<file path="config.mk">
export PLATFORM = sky130hd
export DESIGN_NAME = mbrf_merge
export DESIGN_NICKNAME = d
export VERILOG_FILES = /design/src/hdl/mbrf_pkg.sv /design/src/hdl/mbrf_merge.sv
export SDC_FILE = /design/constraint.sdc
export NUM_CORES = 2
export LEC_CHECK = 0
export BUFFER_PORTS_ARGS = -buffer_cell sky130_fd_sc_hd__buf_2
export CORE_MARGIN = 2
export CORE_UTILIZATION = 50
export CTS_BUF_LIST = sky130_fd_sc_hd__clkbuf_8
export DETAILED_ROUTE_END_ITERATION = 10
export PLACE_DENSITY = 0.74
export SETUP_SLACK_MARGIN = 0.02
export SYNTH_ARGS = -nofsm -noshare
export SYNTH_HDL_FRONTEND = slang
export SYNTH_SLANG_ARGS = --single-unit
</file>
<file path="constraint.sdc">
create_clock -name clk -period 9.7 [get_ports clk]
set_clock_uncertainty 0.1 [all_clocks]
set_input_delay 0.485 -clock clk [delete_from_list [all_inputs] [get_ports clk]]
set_output_delay 0.485 -clock clk [all_outputs]
set_load 0.02 [all_outputs]
</file>
<file path="src/hdl/mbrf_pkg.sv">
`default_nettype none
package mbrf_pkg;

  localparam int NCH = 5;
  localparam int SW  = 24;
  localparam int CW  = 32;
  localparam int BWW = 17;

  localparam logic [2:0] CFG_COEF_PM1  = 3'd0;
  localparam logic [2:0] CFG_COEF_PM2  = 3'd1;
  localparam logic [2:0] CFG_COEF_PM3  = 3'd2;
  localparam logic [2:0] CFG_COEF_HUM  = 3'd3;
  localparam logic [2:0] CFG_COEF_TEMP = 3'd4;
  localparam logic [2:0] CFG_OFFSET    = 3'd5;
  localparam logic [2:0] CFG_WEIGHT    = 3'd6;

  typedef struct packed {
    logic signed [SW-1:0] pm1_sample;
    logic signed [SW-1:0] pm2_sample;
    logic signed [SW-1:0] pm3_sample;
    logic signed [SW-1:0] temperature_sample;
    logic signed [SW-1:0] humidity_sample;
    logic                 env_valid;
  } in_beat_t;

  typedef struct packed {
    logic signed [SW-1:0] pm1_filtered;
    logic signed [SW-1:0] pm2_filtered;
    logic signed [SW-1:0] pm3_filtered;
    logic signed [SW-1:0] temperature_filtered;
    logic signed [SW-1:0] humidity_filtered;
    logic signed [SW-1:0] pm_estimate;
  } out_beat_t;

endpackage
`default_nettype wire

</file>
<file path="src/hdl/mbrf_merge.sv">
`default_nettype none
// Regression over the blended lanes: one product a cycle into an accumulator.
module mbrf_merge (
  input  wire logic                          clk,
  input  wire logic                          start,
  input  wire logic [2:0]                    term,
  input  wire logic signed [mbrf_pkg::CW-1:0] coef,
  input  wire logic signed [mbrf_pkg::SW-1:0] val,
  output logic signed [mbrf_pkg::SW-1:0]     est
);
  logic signed [55:0] prod_r;
  logic signed [59:0] acc_r;
  logic signed [59:0] rnd;
  logic signed [43:0] q;
  always_ff @(posedge clk) begin
    prod_r <= coef * val;
    if (start) acc_r <= 60'sd32768;
    else if (term != 3'd0) acc_r <= acc_r + 60'(prod_r);
  end
  always_comb begin
    rnd = acc_r >>> 16;
    q = rnd[43:0];
    if (q > 44'sd8388607) est = 24'sh7FFFFF;
    else if (q < -44'sd8388608) est = 24'sh800000;
    else est = q[23:0];
  end
endmodule
`default_nettype wire
</file>
# Word level (Yosys, flattened, before mapping)
# Cells that the tools add are included.
totals:
  ram_bits: 0
  input_bits: 61
  reg_bits: 116
  latch_bits: 0
  mem_count: 0
  mem_bits_ro: 0
classes:
  n_div: 0
  n_lt_le_gt_ge: 2
  addsub: 1
  bitwise_logic: 0
  shift: 0
  multipliers: 1
  reduce_logical: 1
  mux: 2
  n_eq_ne: 0
ops:
  columns: ["operator", "count"]
  rows:
  - ["60-bit by 56-bit adder with 60-bit output", 1]
  - ["32-bit by 24-bit multiplier with 56-bit output", 1]
  - ["24-bit two-way mux", 2]
  - ["44-bit by 24-bit greater-than comparator with 1-bit output (second input constant)", 1]
  - ["44-bit by 24-bit < comparator with 1-bit output (second input constant)", 1]
  - ["3-bit nonzero test", 1]

# Logic depth before layout (Yosys ltp)
depth:
  ltp_word: 3
  depth_mapped: 28
  depth_no_buf: 26

# Worst setup path after synthesis
# OpenSTA, ideal clock, no wires.
synth_timing:
  path_type: "input to register"
  startpoint: "input coef[31] in the netlist's numbering"
  endpoint: "register prod_r[55]"
  setup_slack_ns: 2.594
  cell_stages: 26
  setup_time_ns: 0.064
  arrival_ns: 6.942
  path_cell_list: "clkbuf_1 -> nand2_1 -> inv_1 -> fa_1 -> inv_1 -> fa_1 -> inv_1 -> fa_1 -> fa_1 -> fa_1 -> fa_1 -> inv_1 -> fa_1 -> inv_1 -> ha_1 -> clkbuf_1 -> a21o_1 -> a21o_1 -> a21oi_1 -> a21oi_1 -> a21oi_1 -> a21oi_2 -> a41oi_2 -> nand3_2 -> a2111o_1 -> nand4_1"
synth_via:
  elab_chain_cells: 1
synth_lines:
  columns: ["item", "line_no", "text"]
  rows:
  - ["start, declared", "mbrf_merge.sv:7", "input wire logic signed [mbrf_pkg::CW-1:0] coef,"]
  - ["32-bit by 24-bit multiplier with 56-bit output", "mbrf_merge.sv:16", "prod_r <= coef * val;"]
  - ["end signal, assigned", "mbrf_merge.sv:16", null]
  - ["end, declared", "mbrf_merge.sv:11", "logic signed [55:0] prod_r;"]
# Every way passes these cells.
# A chain may end at the register's enable or synchronous reset.

# Worst setup path after layout
layout_timing:
  startpoint: "input val[3] in the netlist's numbering"
  endpoint: "register prod_r[54]"
layout_via:
  elab_chain_cells: 1
layout_lines:
  columns: ["item", "line_no", "text"]
  rows:
  - ["start, declared", "mbrf_merge.sv:8", "input wire logic signed [mbrf_pkg::SW-1:0] val,"]
  - ["32-bit by 24-bit multiplier with 56-bit output", "mbrf_merge.sv:16", null]
# Every way passes these cells.

==> results.txt <==
----------------------------------------------------
[Status]
  Result of the run ... finished clean

[Die]
  Area of the core ... ~67,000 um2
  Die ar. ... ~70,000 um2
  Ports placed on the boundary ... 85
  Initial Utilization ... slightly above 50%
  Number of placement rows ... 95
  Die Y ... ~260 um
  Die Span X ... between 200 and 300 um

[Clocking]
  Clock tree from TritonCTS ... done
  Number of clock sinks seen by CTS ... 116
  Clock latency on the worst-skew pair ... 480 ps
  Clock edge transition at the registers on the reported setup and hold paths ... roughly 70 ps
  Number of setup buffers added after CTS ... 0
  Clock tree root buffer cell ... sky130_fd_sc_hd__clkbuf_8
  Maximum buffer depth of the clock tree ... 2
  Count of instances resized after the clock tree is built ... 0
  Htree depth ... 4
  Total of hold buffers inserted after clock tree synthesis ... 0
  Total CTS buffers ... 17

[Detailed routing]
  Total wire length ... ~86 mm
  Routed len/inst ... 18.49 um
  Drt first-iter violations ... about 1,600
  Vias after detailed routing ... approximately 26,000
  Antenna Violating Nets Remaining ... 0
  Via-to-Cell Ratio ... 5.501
  First-pass iteration count of the detailed router ... 5
  Number of remaining DRC errors ... 0

[Yosys]
  Leading cell types by total area after synthesis ... sky130_fd_sc_hd__fa_1 (46%), sky130_fd_sc_hd__inv_1 (8.9%), sky130_fd_sc_hd__ha_1 (7.7%)
  Share of flip-flops with an asynchronous set or reset ... 0%
  Warnings, synthesis ... 0
  Synthesized flop and latch total ... 116
  Leading post-synthesis cells by instance count ... sky130_fd_sc_hd__inv_1 (805), sky130_fd_sc_hd__fa_1 (784), sky130_fd_sc_hd__nand2_1 (558), sky130_fd_sc_hd__and2_1 (381), sky130_fd_sc_hd__ha_1 (209)
  EDFF count, synth ... 0
  Synthesized area ... roughly 34,000 um2
  Prevailing post-synth register cell ... sky130_fd_sc_hd__dfxtp_1
  Register area share after synthesis ... 6.857%
  Top cell type by total area after synthesis ... sky130_fd_sc_hd__fa_1
  Mean cell area of the mapped netlist ... between 8 and 9 um2
  Top cell type's share of synthesized area ... between 40% and 50%
  Gate count of the mapped netlist ... 3,835
  Synth Net Count ... 4,889
  Dominant cell by count in the synthesized netlist ... sky130_fd_sc_hd__inv_1
  Post-synthesis cell type count ... between 60 and 70

[Timing]
  RSZ-0062 raised after global routing ... false
  Fmax ... between 100 and 150 MHz
  Final Slew Violations ... 0
  Worst path setup slack after routing ... around 1900 ps
  Min Tclk post-route ... ~7800 ps
  Final hold violations ... 0
  Number of setup violations in the final report ... 0
  Setup Total Neg Slack ... 0 ps
  Fraction of the cycle the final worst path needs ... 80.06%
  Worst Max-Slew Pin Slew ... ~1100 ps
  Headroom to the max-slew limit ... 26.31%

[Layout]
  Non-filler cells in the finished layout ... 4,640
  Area growth, synth to finish ... 3.587%
  Net count, final ... around 4,800
  Fraction of layout instances using a drive strength above 1 ... roughly 3.7%
  Filler instances ... between 6,000 and 7,000
  Total non-filler cell area in the finished layout ... roughly 35,000 um2
  ANT cells ... 0

[Placed design]
  Minimum setup slack after placement ... roughly 1500 ps
  Placed instance count ... between 4,000 and 5,000
  Count of buffers inserted at the top-level ports ... 84
  HPWL after DPL ... 67.92 mm
  Area post-placement ... approximately 35,000 um2
  Routability congestion estimate from global placement ... roughly 0.91

[Critical path]
  Nature of the critical path endpoint ... register
  Worst Setup SP ... val[3]
  Worst Path Arrival ... 8010 ps
  Biggest fanout along the worst timing path ... 32
  Kind of start point of the critical path ... primary input
  Kind of critical path ... primary input to register
  Worst endpoint required time ... between 9000 and 10,000 ps
  Worst flop-to-flop path startpoint ... acc_r[0]$_SDFFE_PP0P_

[GRT]
  First-pass GRT wire length ... approximately 140 mm
  Number of antenna violations at the first check in global routing ... 2
  Pin count of the biggest net entering global routing ... 45
  Via count of the first global-routing pass ... about 28,000
  GRT Resource Usage Total ... between 20% and 30%
  GR Overflow Total ... 0

[Min path]
  Worst Min Path Start ... acc_r[0]$_SDFFE_PP0P_
  Min-Delay Path Class ... register to register

[Flow run]
  Count of maximum capacitance violations ... 0

----------------------------------------------------
sequential cells by signal (all words and copies together), names as in the netlist:
| name | cells |
|---|---|
| acc_r | 60 |
| prod_r | 56 |
cell families (layout without fill, tap and decap cells):
kind of cell | count (synthesis) | after routing | share of synthesized area (%)
AND/OR/NAND/NOR | 1199 | 1199 | 17.32
buffers and inverters | 996 | 928 | 11.09
flip-flops | 116 | 116 | 6.857
adder cells (fa/ha/maj) | 993 | 993 | 54.06
multiplexers | 1 | 1 | 0.02956
AO/OA/AOI/OAI | 429 | 429 | 8.021
XOR/XNOR | 101 | 101 | 2.612
cell type report:
type	instances	area (um2)	area share (%)
clock inverters	15	135.1	0.3852
flip-flops and latches	116	2322	6.619
clock buffers	17	234.0	0.6669
well taps	873	1092	3.114
inverters	805	3022	8.613
multi-input cells	2723	27800	79.25
repair buffers	91	473.0	1.348
critical path, stage by stage:
cell                        delay (ps)
sky130_fd_sc_hd__buf_2             550
sky130_fd_sc_hd__nand2_1           170
sky130_fd_sc_hd__fa_1              600
sky130_fd_sc_hd__fa_1              440
sky130_fd_sc_hd__fa_1              510
sky130_fd_sc_hd__fa_1              530
sky130_fd_sc_hd__inv_1              60
sky130_fd_sc_hd__fa_1              490
sky130_fd_sc_hd__fa_1              490
sky130_fd_sc_hd__inv_1              50
sky130_fd_sc_hd__fa_1              480
sky130_fd_sc_hd__inv_1              40
sky130_fd_sc_hd__ha_1              340
sky130_fd_sc_hd__a211oi_1          270
sky130_fd_sc_hd__o21ai_0           160
sky130_fd_sc_hd__a221oi_1          680
sky130_fd_sc_hd__a311o_1           390
sky130_fd_sc_hd__nand4_1           190
sky130_fd_sc_hd__a31oi_1           330
sky130_fd_sc_hd__nor2b_1           110
sky130_fd_sc_hd__o21ai_1           260
sky130_fd_sc_hd__mux2i_1           230
sky130_fd_sc_hd__o2111ai_1         130
cell usage in the layout, fill, tap and decap left out, types with 13 or more instances in the layout:
| master | netlist | final |
|---|---|---|
| sky130_fd_sc_hd__o21bai_1 | 23 | 23 |
| sky130_fd_sc_hd__o211ai_1 | 15 | 15 |
| sky130_fd_sc_hd__fa_1 | 784 | 784 |
| sky130_fd_sc_hd__inv_1 | 805 | 805 |
| sky130_fd_sc_hd__nand4_1 | 36 | 36 |
| sky130_fd_sc_hd__o21ai_0 | 84 | 84 |
| sky130_fd_sc_hd__nor2_1 | 91 | 90 |
| sky130_fd_sc_hd__nand2_1 | 558 | 558 |
| sky130_fd_sc_hd__and3_1 | 13 | 13 |
| sky130_fd_sc_hd__xor2_1 | 36 | 36 |
| sky130_fd_sc_hd__a21oi_1 | 148 | 148 |
| sky130_fd_sc_hd__a21o_1 | 47 | 47 |
| sky130_fd_sc_hd__ha_1 | 209 | 209 |
| sky130_fd_sc_hd__and2_1 | 381 | 381 |
| sky130_fd_sc_hd__dfxtp_1 | 116 | 116 |
| sky130_fd_sc_hd__xnor2_1 | 65 | 65 |
| sky130_fd_sc_hd__nor3_1 | 17 | 16 |
| sky130_fd_sc_hd__a31oi_1 | 16 | 16 |
| sky130_fd_sc_hd__nand2b_1 | 19 | 19 |
| sky130_fd_sc_hd__clkbuf_8 | 0 | 17 |
| sky130_fd_sc_hd__or3_1 | 13 | 13 |
| sky130_fd_sc_hd__a211oi_1 | 15 | 15 |
| sky130_fd_sc_hd__buf_2 | 6 | 84 |
| sky130_fd_sc_hd__nand3_1 | 25 | 25 |
layer usage:
layer	vias to the layer above	wire length, um	global-route usage (%)
li1	11400	-	-
met1	13020	32500	30.61
met2	837	43550	46.48
met3	272	4904	3.617
met4	2	4800	13.07
met5	-	16	0
through the flow:
step / utilization, % / hold WS, ps
2_1_floorplan: - / 335.6
3_3_place_gp: 51.69 / 342.1
3_5_place_dp: 51.69 / 348.4
4_1_cts: 52.24 / 360.5
5_1_grt: 52.24 / 385.9
6_report: 52.24 / 357.4
path summary, 6_finish.rpt:
path | end | slack (ps) | depth (start not counted)
hold / removal | acc_r[0]$_SDFFE_PP0P_ | 360 | 2
setup / recovery | prod_r[54]$_DFF_P_ | 1930 | 23
hold reg to reg | acc_r[0]$_SDFFE_PP0P_ | 360 | 2
setup reg to reg | acc_r[58]$_SDFFE_PP0P_ | 6130 | 12
Power is left out: the tool's default activity adds up to more than one toggle a clock period on the data nets, which glitch-free logic cannot reach.
